$ cat src/lfms_pkg.sv
`timescale 1ns / 1ps
`default_nettype none

package lfms_pkg;

  localparam logic [1:0] MODE_FAILSAFE = 2'd0;
  localparam logic [1:0] MODE_HAND     = 2'd1;
  localparam logic [1:0] MODE_PASS     = 2'd2;

  localparam int unsigned PADDR_W = 5;

  localparam logic [2:0] REG_GS_TIMEOUT  = 3'd0;
  localparam logic [2:0] REG_MODE_RETRY  = 3'd1;
  localparam logic [2:0] REG_HAND_PERIOD = 3'd2;
  localparam logic [2:0] REG_HB_PERIOD   = 3'd3;
  localparam logic [2:0] REG_HAND_CODE   = 3'd4;
  localparam logic [2:0] REG_FS_CODE     = 3'd5;

  localparam logic [15:0] GS_TIMEOUT_RST  = 16'd3000;
  localparam logic [15:0] MODE_RETRY_RST  = 16'd1000;
  localparam logic [15:0] HAND_PERIOD_RST = 16'd20;
  localparam logic [15:0] HB_PERIOD_RST   = 16'd1000;
  localparam logic [31:0] HAND_CODE_RST   = 32'd20;
  localparam logic [31:0] FS_CODE_RST     = 32'd2;

  typedef struct packed {
    logic [31:0] now_ms;
    logic        gs_message_seen;
    logic        hand_link_ok;
    logic        hand_pose_valid;
    logic        fc_heartbeat_seen;
    logic [31:0] fc_mode;
    logic        link_accepts;
  } in_t;

  typedef struct packed {
    logic [1:0]  link_state;
    logic        send_heartbeat;
    logic        send_set_mode;
    logic [31:0] set_mode_value;
    logic        send_attitude;
    logic        mode_is_confirmed;
  } out_t;

endpackage

`default_nettype wire

$ cat src/link_failover_mode_supervisor.sv
// An accepted input beat is registered in in_q and its result then in out_q.
// Throughput: one item per cycle unless out_ready_i stalls; the whole service
// pass is one combinational step between the input and result registers.
// Reset (rst_ni low, asynchronous): failsafe, first set-mode due at once,
// all timestamps 0, configuration registers back to their defaults.
`timescale 1ns / 1ps
`default_nettype none

module link_failover_mode_supervisor #(
  parameter int unsigned TIME_BITS = 32
) (
  input  wire logic                         clk_i,
  input  wire logic                         rst_ni,

  input  wire logic                         in_valid_i,
  output logic                              in_ready_o,
  input  wire lfms_pkg::in_t                in_data_i,

  output logic                              out_valid_o,
  input  wire logic                         out_ready_i,
  output lfms_pkg::out_t                    out_data_o,

  input  wire logic                         psel,
  input  wire logic                         penable,
  input  wire logic                         pwrite,
  input  wire logic [lfms_pkg::PADDR_W-1:0] paddr,
  input  wire logic [31:0]                  pwdata,
  output logic [31:0]                       prdata,
  output logic                              pready
);

  typedef logic [TIME_BITS-1:0] time_t;

  // configuration
  logic [15:0] gs_timeout_q, mode_retry_q, hand_period_q, hb_period_q;
  logic [31:0] hand_code_q, fs_code_q;
  logic        cfg_we;
  logic [2:0]  cfg_idx;

  assign pready  = 1'b1;
  assign cfg_idx = paddr[4:2];
  assign cfg_we  = psel && penable && pwrite && pready;

  always_ff @(posedge clk_i or negedge rst_ni) begin
    if (!rst_ni) begin
      gs_timeout_q  <= lfms_pkg::GS_TIMEOUT_RST;
      mode_retry_q  <= lfms_pkg::MODE_RETRY_RST;
      hand_period_q <= lfms_pkg::HAND_PERIOD_RST;
      hb_period_q   <= lfms_pkg::HB_PERIOD_RST;
      hand_code_q   <= lfms_pkg::HAND_CODE_RST;
      fs_code_q     <= lfms_pkg::FS_CODE_RST;
    end else if (cfg_we) begin
      unique case (cfg_idx)
        lfms_pkg::REG_GS_TIMEOUT:  gs_timeout_q  <= pwdata[15:0];
        lfms_pkg::REG_MODE_RETRY:  mode_retry_q  <= pwdata[15:0];
        lfms_pkg::REG_HAND_PERIOD: hand_period_q <= pwdata[15:0];
        lfms_pkg::REG_HB_PERIOD:   hb_period_q   <= pwdata[15:0];
        lfms_pkg::REG_HAND_CODE:   hand_code_q   <= pwdata;
        lfms_pkg::REG_FS_CODE:     fs_code_q     <= pwdata;
        default: ;
      endcase
    end
  end

  always_comb begin
    unique case (cfg_idx)
      lfms_pkg::REG_GS_TIMEOUT:  prdata = {16'd0, gs_timeout_q};
      lfms_pkg::REG_MODE_RETRY:  prdata = {16'd0, mode_retry_q};
      lfms_pkg::REG_HAND_PERIOD: prdata = {16'd0, hand_period_q};
      lfms_pkg::REG_HB_PERIOD:   prdata = {16'd0, hb_period_q};
      lfms_pkg::REG_HAND_CODE:   prdata = hand_code_q;
      lfms_pkg::REG_FS_CODE:     prdata = fs_code_q;
      default:                   prdata = 32'd0;
    endcase
  end

  // input and output beat registers
  logic          in_vld_q, out_vld_q;
  lfms_pkg::in_t in_q;
  lfms_pkg::out_t out_q;
  logic          proc;

  assign proc        = in_vld_q && (!out_vld_q || out_ready_i);
  assign in_ready_o  = !in_vld_q || proc;
  assign out_valid_o = out_vld_q;
  assign out_data_o  = out_q;

  // service state
  logic [1:0]  mode_q, mode_d;
  logic        tgt_hand_q, tgt_hand_d;
  logic        conf_q, conf_d;
  logic        due_q, due_d;
  logic        fc_known_q, fc_known_d;
  logic [31:0] fc_last_q, fc_last_d;
  logic        gs_ever_q, gs_ever_d;
  time_t       gs_time_q, gs_time_d;
  time_t       sm_time_q, sm_time_d;
  time_t       att_time_q, att_time_d;
  time_t       hb_time_q, hb_time_d;

  time_t          now;
  logic [1:0]     arb_mode;
  logic           gnd_live;
  logic [31:0]    tgt_code;
  lfms_pkg::out_t res;

  assign now = TIME_BITS'(in_q.now_ms);

  always_comb begin
    mode_d     = mode_q;
    tgt_hand_d = tgt_hand_q;
    conf_d     = conf_q;
    due_d      = due_q;
    sm_time_d  = sm_time_q;
    att_time_d = att_time_q;
    hb_time_d  = hb_time_q;
    res        = '0;

    gs_time_d  = in_q.gs_message_seen ? now : gs_time_q;
    gs_ever_d  = gs_ever_q || in_q.gs_message_seen;
    fc_last_d  = in_q.fc_heartbeat_seen ? in_q.fc_mode : fc_last_q;
    fc_known_d = fc_known_q || in_q.fc_heartbeat_seen;

    gnd_live = gs_ever_d && (time_t'(now - gs_time_d) <= TIME_BITS'(gs_timeout_q));

    priority if (gnd_live) begin
      arb_mode = lfms_pkg::MODE_PASS;
    end else if (in_q.hand_link_ok) begin
      arb_mode = lfms_pkg::MODE_HAND;
    end else begin
      arb_mode = lfms_pkg::MODE_FAILSAFE;
    end

    if (arb_mode != mode_q) begin
      mode_d = arb_mode;
      if (arb_mode == lfms_pkg::MODE_PASS) begin
        conf_d = 1'b1;
      end else begin
        tgt_hand_d = (arb_mode == lfms_pkg::MODE_HAND);
        conf_d     = 1'b0;
        due_d      = 1'b1;
      end
    end

    if (time_t'(now - hb_time_q) >= TIME_BITS'(hb_period_q) && in_q.link_accepts) begin
      res.send_heartbeat = 1'b1;
      hb_time_d          = now;
    end

    tgt_code = tgt_hand_d ? hand_code_q : fs_code_q;
    if (mode_d != lfms_pkg::MODE_PASS && !conf_d) begin
      if (fc_known_d && fc_last_d == tgt_code) begin
        conf_d = 1'b1;
      end else if ((due_d || time_t'(now - sm_time_q) >= TIME_BITS'(mode_retry_q))
                   && in_q.link_accepts) begin
        res.send_set_mode  = 1'b1;
        res.set_mode_value = tgt_code;
        sm_time_d          = now;
        due_d              = 1'b0;
      end
    end

    if (mode_d == lfms_pkg::MODE_HAND && in_q.hand_pose_valid && in_q.link_accepts
        && time_t'(now - att_time_q) >= TIME_BITS'(hand_period_q)) begin
      res.send_attitude = 1'b1;
      att_time_d        = now;
    end

    res.link_state        = mode_d;
    res.mode_is_confirmed = conf_d;
  end

  always_ff @(posedge clk_i or negedge rst_ni) begin
    if (!rst_ni) begin
      in_vld_q   <= 1'b0;
      out_vld_q  <= 1'b0;
      mode_q     <= lfms_pkg::MODE_FAILSAFE;
      tgt_hand_q <= 1'b0;
      conf_q     <= 1'b0;
      due_q      <= 1'b1;
      fc_known_q <= 1'b0;
      fc_last_q  <= '0;
      gs_ever_q  <= 1'b0;
      gs_time_q  <= '0;
      sm_time_q  <= '0;
      att_time_q <= '0;
      hb_time_q  <= '0;
    end else begin
      if (in_ready_o) begin
        in_vld_q <= in_valid_i;
      end
      if (proc) begin
        out_vld_q  <= 1'b1;
        mode_q     <= mode_d;
        tgt_hand_q <= tgt_hand_d;
        conf_q     <= conf_d;
        due_q      <= due_d;
        fc_known_q <= fc_known_d;
        fc_last_q  <= fc_last_d;
        gs_ever_q  <= gs_ever_d;
        gs_time_q  <= gs_time_d;
        sm_time_q  <= sm_time_d;
        att_time_q <= att_time_d;
        hb_time_q  <= hb_time_d;
      end else if (out_ready_i) begin
        out_vld_q <= 1'b0;
      end
    end
  end

  always_ff @(posedge clk_i) begin
    if (in_ready_o && in_valid_i) begin
      in_q <= in_data_i;
    end
    if (proc) begin
      out_q <= res;
    end
  end

endmodule

`default_nettype wire

$ cat config.mk
export PLATFORM = sky130hd
export DESIGN_NAME = link_failover_mode_supervisor
export DESIGN_NICKNAME = d
export VERILOG_FILES = /design/src/lfms_pkg.sv /design/src/link_failover_mode_supervisor.sv
export SDC_FILE = /design/constraint.sdc
export NUM_CORES = 1
export LEC_CHECK = 0
export ABC_AREA = 1
export ABC_CLOCK_PERIOD_IN_PS = 6900
export BUFFER_PORTS_ARGS = -buffer_cell sky130_fd_sc_hd__buf_2
export CAP_MARGIN = 20
export CORE_MARGIN = 1.5
export CORE_UTILIZATION = 51
export DETAILED_ROUTE_END_ITERATION = 7
export GPL_ROUTABILITY_DRIVEN = 0
export MAX_ROUTING_LAYER = met4
export PLACE_DENSITY = 0.66
export REMOVE_ABC_BUFFERS = 1
export SETUP_SLACK_MARGIN = 0.5
export SYNTH_ARGS = -nofsm -noshare
export SYNTH_HDL_FRONTEND = slang
export SYNTH_SLANG_ARGS = --single-unit
$ cat constraint.sdc
create_clock -name clk_i -period 6.9 [get_ports clk_i]
set_input_delay 0.69 -clock clk_i [delete_from_list [all_inputs] [get_ports clk_i]]
set_output_delay 0.69 -clock clk_i [all_outputs]
set_load 0.02 [all_outputs]
# Word-level counts from Yosys, hierarchy flattened
# Cells that the tools add are included.
# Widths: inputs -> output; s select.
[totals]
wordCells = 110
register_bits = 404
out_inout_bits = 73
inputBits = 113
[op_classes]
muxes = 23
magnitude_cmp = 4
n_eq_ne = 11
addsub = 4
n_reduce_logical = 33
bitwise_logic = 3
[op_table]
columns = ["op", "count"]
rows = [
  ["$pmux 32 s6", 1],
  ["$sub 32x32->32", 4],
  ["$ge 32x16->1", 3],
  ["$mux 32", 3],
  ["$mux 33", 1],
  ["$eq 32x32->1", 1],
  ["$le 32x16->1", 1],
  ["$mux 1", 16],
  ["$reduce_and 2->1", 8],
  ["$logic_and 1x1->1", 12],
  ["$eq 3x2->1 const B", 2],
  ["$eq 3x3->1 const B", 2],
  ["$logic_or 1x1->1", 5],
  ["$eq 2x1->1 const B", 2],
  ["$mux 2", 2],
  ["$reduce_and 4->1", 1],
  ["$eq 3x1->1 const B", 1],
  ["$logic_not 1->1", 3],
  ["$logic_not 3->1", 1],
  ["$not 1->1", 3],
  ["$reduce_or 3->1", 1],
  ["$eq 2x2->1 const B", 1],
  ["$ne 2x2->1", 1],
  ["$ne 2x2->1 const B", 1],
  ["2 further kinds", 2],
]

# Logic depth before layout (Yosys ltp)
[depth]
depth_word = 13
mapped_depth = 45
depth_no_buf = 42

# Worst setup path before layout
# OpenSTA, ideal clock, no wires.
[synth_path]
path_type = "reg-to-reg"
start = "register in_q[36] in the netlist's numbering"
end = "register out_q, in the netlist out_data_o[18], data pin"
path_buffers = 5
stages_incl_launch_ff = 43
setup_time_ps = 260
t_required_ps = 6640
slack_ps = 1864
arrival_ps = 4775
synth_period_minus_slack_ps = 5036
cell_sequence = "edfxtp_1 > clkbuf_1 > clkbuf_1 > nand2_1 > o21ai_0 > ha_1 > nand2_1 > nand2_1 > inv_2 > nand2_2 > nand2_1 > nand2_1 > nand2_1 > nand2_1 > xor2_1 > ha_1 > a21oi_1 > o21ai_0 > (+7 left out) > nand2_2 > nand2_1 > nand2_1 > nand3_1 > nand2_2 > nand2_4 > buf_6 > buf_6 > nand2_1 > nand3_1 > nand4_1 > nor2_1 > nand2_1 > nor2_2 > nand3_4 > nand2_2 > buf_4 > nor2_1"
[synth_between]
elab_chain_cells = 12
elab_cells_between_ends = 27
cone_classes = "add/sub (1); order compare (1); eq/ne (5); mux (10); bitwise (2); reduce/logical (8)"
[synth_rtl]
columns = ["element", "line", "text"]
rows = [
  ["from (decl)", "link_failover_mode_supervisor.sv:79", "lfms_pkg::in_t in_q;"],
  ["from (signal assigned)", "link_failover_mode_supervisor.sv:213", "in_q <= in_data_i;"],
  ["$mux 32", "link_failover_mode_supervisor.sv:119", "gs_time_d = in_q.gs_message_seen ? now : gs_time_q;"],
  ["$sub 32x32->32", "link_failover_mode_supervisor.sv:124", "gnd_live = gs_ever_d && (time_t'(now - gs_time_d) <= TIME_BITS'(gs_timeout_q));"],
  ["$le 32x16->1", "link_failover_mode_supervisor.sv:124", ""],
  ["$logic_and 1x1->1 (*)", "link_failover_mode_supervisor.sv:124", ""],
  ["$mux 2 (*)", "link_failover_mode_supervisor.sv:126", "priority if (gnd_live) begin"],
  ["$eq 2x1->1 / $eq 2x2->1 (equally long branches)", "link_failover_mode_supervisor.sv:139, link_failover_mode_supervisor.sv:136", ""],
  ["$mux 1", "link_failover_mode_supervisor.sv:136", "if (arb_mode == lfms_pkg::MODE_PASS) begin"],
  ["$mux 1", "link_failover_mode_supervisor.sv:134", "if (arb_mode != mode_q) begin"],
  ["$mux 32 (tied with other cells)", "link_failover_mode_supervisor.sv:150", "tgt_code = tgt_hand_d ? hand_code_q : fs_code_q;"],
  ["$eq 32x32->1 (tied with other cells)", "link_failover_mode_supervisor.sv:152", "if (fc_known_d && fc_last_d == tgt_code) begin"],
  ["$logic_and 1x1->1 / $not 1->1 (equally long branches)", "n/a", ""],
  ["$reduce_or 3->1 (no source line)", "n/a", ""],
  ["to (signal assigned)", "link_failover_mode_supervisor.sv:216", "out_q <= res;"],
  ["to (decl)", "link_failover_mode_supervisor.sv:80", "lfms_pkg::out_t out_q;"],
]
# Mark *: on every way between the ends. The rest lies on a longest branch, timed or not.
# A chain may end at the register's enable or synchronous reset.

# Final worst setup path
[layout_path]
start = "register in_q[36] in the netlist's numbering"
end = "register out_q, in the netlist out_data_o[7], data pin"
[layout_between]
elab_chain_cells = 12
elab_cells_between_ends = 27
cone_classes = "add/sub (1); order compare (1); eq/ne (5); mux (10); bitwise (2); reduce/logical (8)"
[layout_rtl]
columns = ["element", "line", "text"]
rows = [
  ["$mux 32 (*)", "link_failover_mode_supervisor.sv:119", ""],
  ["named net gs_time_d[0]", "link_failover_mode_supervisor.sv:96", "time_t gs_time_q, gs_time_d;"],
  ["$sub 32x32->32 (*)", "link_failover_mode_supervisor.sv:124", ""],
  ["$le 32x16->1 (*)", "link_failover_mode_supervisor.sv:124", ""],
  ["$logic_and 1x1->1 (*)", "link_failover_mode_supervisor.sv:124", ""],
  ["$mux 2 (*)", "link_failover_mode_supervisor.sv:126", ""],
  ["$eq 2x1->1 / $eq 2x2->1 (equally long branches)", "link_failover_mode_supervisor.sv:139, link_failover_mode_supervisor.sv:136", ""],
  ["$mux 1", "link_failover_mode_supervisor.sv:136", ""],
  ["$mux 1", "link_failover_mode_supervisor.sv:134", ""],
  ["$mux 32 (tied with other cells)", "link_failover_mode_supervisor.sv:150", ""],
  ["$eq 32x32->1 (tied with other cells)", "link_failover_mode_supervisor.sv:152", ""],
  ["$logic_and 1x1->1 / $not 1->1 (equally long branches)", "n/a", ""],
  ["$reduce_or 3->1 (no source line)", "n/a", ""],
]
# Mark *: on every way through the listed nets, which the timed path passes. The rest lies on a longest branch.

==> flow_metrics.py <==
metrics = {
    "run_status": {
        "status": "completed",
    },
    "detailed_routing": {
        "drt-initial-drc-count": 1936,
        "drt-total-wl_um": 74900,
        "drc": 0,
        "wl_per_cell_um": 16.9,
        "vias": 24000,
        "drt_pass1_iterations": 7,
        "vias_per_cell": 5.41,
        "ant_nets": 0,
    },
    "timing": {
        "slew_viol_final": 0,
        "clock_skew_ns": 0.0282,
        "timing.final.crit_share": 0.867,
        "rsz0062_at_grt": "no",
        "slew_headroom": 0.311,
        "hold_viol_final": 0,
        "setup_viol": 0,
        "setup_tns_ns": 0,
        "worst_pin_slew_ns": 1.03,
        "setup_slack_ns": 0.915,
        "fmax_ghz": 0.167,
        "layout_min_cycle_time_ns": 5.99,
    },
    "cells_and_area": {
        "syn2layout_area_growth_pct": 13.4,
        "drive_gt1_frac": 0.114,
        "instances_no_fill": 4426,
        "layout.nets": 4006,
        "seqCellArea_um2": 10700,
        "multi_input_area_um2": 13400,
        "num-fill-cells": 4923,
        "final_util": 0.585,
    },
    "critical_path": {
        "critPathArrivalTime_ns": 6.32,
        "worst_setup_path_start_kind": "flip-flop",
        "crit_required_ns": 7.24,
        "crit_slowest_cell": "fa_1",
        "cp-end-kind": "flip-flop",
        "crit_top_cell": "nand2_1",
        "cp_max_fo": 32,
        "path_class": "flip-flop to flip-flop",
        "max_stage_delay_ns": 0.41,
    },
    "global_routing": {
        "grt_pass1_vias": 22100,
        "grt_pass1_wl_um": 119000,
        "grt_max_degree": 140,
        "grt_use_total": 0.291,
        "antenna_found_initial": 4,
        "grt_overflow": 0,
    },
    "clocking": {
        "insertion_delay_ns": 0.61,
        "cts.sinks": 404,
        "clk_path_buf_depth": 3,
        "numCtsBuffers": 48,
        "cts_tree": "yes",
        "htree_levels": 2,
        "clockRootBuffer": "clkbuf_16",
        "clkTransAtPathRegs_ns": 0.06,
        "cts_hold_buffers": 0,
    },
    "placed_design": {
        "place_hpwl_um": 56700,
        "placed_cells": 4320,
        "dp_slack_ns": 0.549,
        "port_buffers": 182,
    },
    "pwr": {
        "powerDensity_nw_per_um2": 372,
        "power.share.switching": 0.417,
        "comb_power_share": 0.463,
        "p_seq_frac": 0.307,
        "intPower_mw": 6.52,
        "p_sw_mw": 4.65,
        "power.total_mw": 11.2,
        "power.share.clock": 0.231,
        "ir_drop_mv": 0.233,
        "leakage_nw": 15.1,
    },
    "floorplanning": {
        "core_area_um2": 51300,
        "initial_core_util": 0.516,
        "dieWidth_um": 231,
        "die_h_um": 231,
        "fp-row-count": 83,
        "die-area_um2": 53300,
        "ios": 186,
    },
    "synth": {
        "yosys.area.top_type_share": 0.257,
        "syn_area_um2": 26500,
        "yosysMostFrequentCell": "nand2_1",
        "avgSynthCellArea_um2": 7.52,
        "synthFlopType": "dfrtp_1",
        "post-synth-top-area-cell": "dfrtp_1",
        "ys_seq_elements": 404,
        "yosys-top-cells-count": "nand2_1 (993), inv_1 (527), o21ai_0 (357), dfrtp_1 (272), ha_1 (189)",
        "synth-edff-count": 107,
        "yosys-top-cells-area": "dfrtp_1 (26%), nand2_1 (14%), edfxtp_1 (12%)",
        "synth.yosys.seq_area_share": 0.403,
        "syn_inst": 3522,
        "yosysUniqueCellTypes": 48,
        "yosys_warnings": 0,
        "ys_async_sr_fraction": 0.735,
    },
    "min_path": {
        "hp-class": "input port to asynchronous set/reset pin",
    },
    "job": {
        "max_cap_violations": 0,
    },
}
[layout make-up]
type | instances | share of cell area
multi-input combinational | 2467 | 0.447
inverter | 537 | 0.0673
timing repair buffer | 242 | 0.0485
clock inverter | 19 | 0.00788
sequential | 404 | 0.356
tap | 680 | 0.0283
antenna | 6 | 0.000500
clock buffer | 71 | 0.0449
[layer usage]
layer	vias to the layer above	track usage	wire length, um
li1	11900	-	-
met1	11300	0.399	34600
met2	657	0.449	34100
met3	126	0.0354	4230
met4	0	0.0919	2040
met5	-	-	0
[what timing repair did]
action | in CTS | in global routing
buffers inserted | 0 | 9
resized for setup | 0 | 34
hold endpoints to repair | 0 | 0
endpoints found under the setup margin | 0 | 68
[kinds of logic (layout without fill, tap and decap cells)]
logic type      after synthesis  in the layout  share of synthesized area
simple gates               1512           1512                      0.240
compound gates              659            659                      0.135
buf+inv                     651            869                     0.0956
flops                       404            404                      0.403
fa+ha+maj                   193            193                     0.0923
xor+xnor                    102            102                     0.0337
other cells                   1              7                   0.000142
[placed cells by master (no fill, tap or decap), types with 25 or more instances in the layout]
cell / netlist / final
inv_1: 527 / 525
a21oi_1: 182 / 182
dfrtp_1: 272 / 272
xor2_1: 73 / 67
dfstp_2: 25 / 25
ha_1: 189 / 188
edfxtp_1: 107 / 107
nand4_1: 92 / 92
nand2_1: 993 / 986
buf_2: 16 / 182
o22ai_1: 31 / 31
clkbuf_16: 0 / 48
or2_2: 34 / 34
nand3_1: 170 / 166
o21ai_0: 357 / 347
xnor2_1: 29 / 29
buf_4: 6 / 50
nor2_1: 166 / 160
[sequential cells by signal, indices dropped and copies added, names as in the netlist, 2 cells and up]
register	flops
att_time_q	32
fc_last_q	32
fs_code_q	32
gs_time_q	32
gs_timeout_q	16
hand_code_q	32
hand_period_q	16
hb_period_q	16
hb_time_q	32
in_q	37
mode_q	2
mode_retry_q	16
now	32
out_data_o	38
sm_time_q	32
[worst max-delay path: cells and delay by family, from the launching register on]
family	cells	cell delay, ns
AND/OR/NAND/NOR	27	2.90
buffers and inverters	5	1.02
flip-flops	1	0.37
AO/OA/AOI/OAI	3	0.27
adder cells (fa/ha/maj)	3	0.92
XOR/XNOR	1	0.20
[power groups by stage]
stage               sequential [mW]  clock, mW  combinational, mW
floorplan                      3.46          0               3.70
global placement               3.44          0               5.00
detailed placement             3.46          0               5.07
CTS                            3.42       2.62               5.10
global route                   3.49       2.71               5.91
finish                         3.42       2.58               5.17
[final timing paths]
path,start,end,slack [ns],cells after the start
setup / recovery,in_q[36],out_data_o[7],0.91,39
hold reg to reg,hb_time_q[25],hb_time_q[25],0.47,2
hold / removal,rst_ni,fc_last_q[26],0.06,1
setup reg to reg,in_q[36],out_data_o[7],0.91,39
max in group asynchronous,rst_ni,gs_time_q[29],5.27,2
min in group clk_i,in_data_i[10],in_q[10],0.25,1
[metrics by stage]
stage | area, um^2 | hold WS (ns)
after CTS | 29800 | 0.128
after floorplan | 26000 | 0.394
after detailed placement | 28200 | 0.458
after global routing | 30000 | 0.121
after global placement | 28200 | 0.438
final | 30000 | 0.0562
Power figures use the tool's default switching activity.
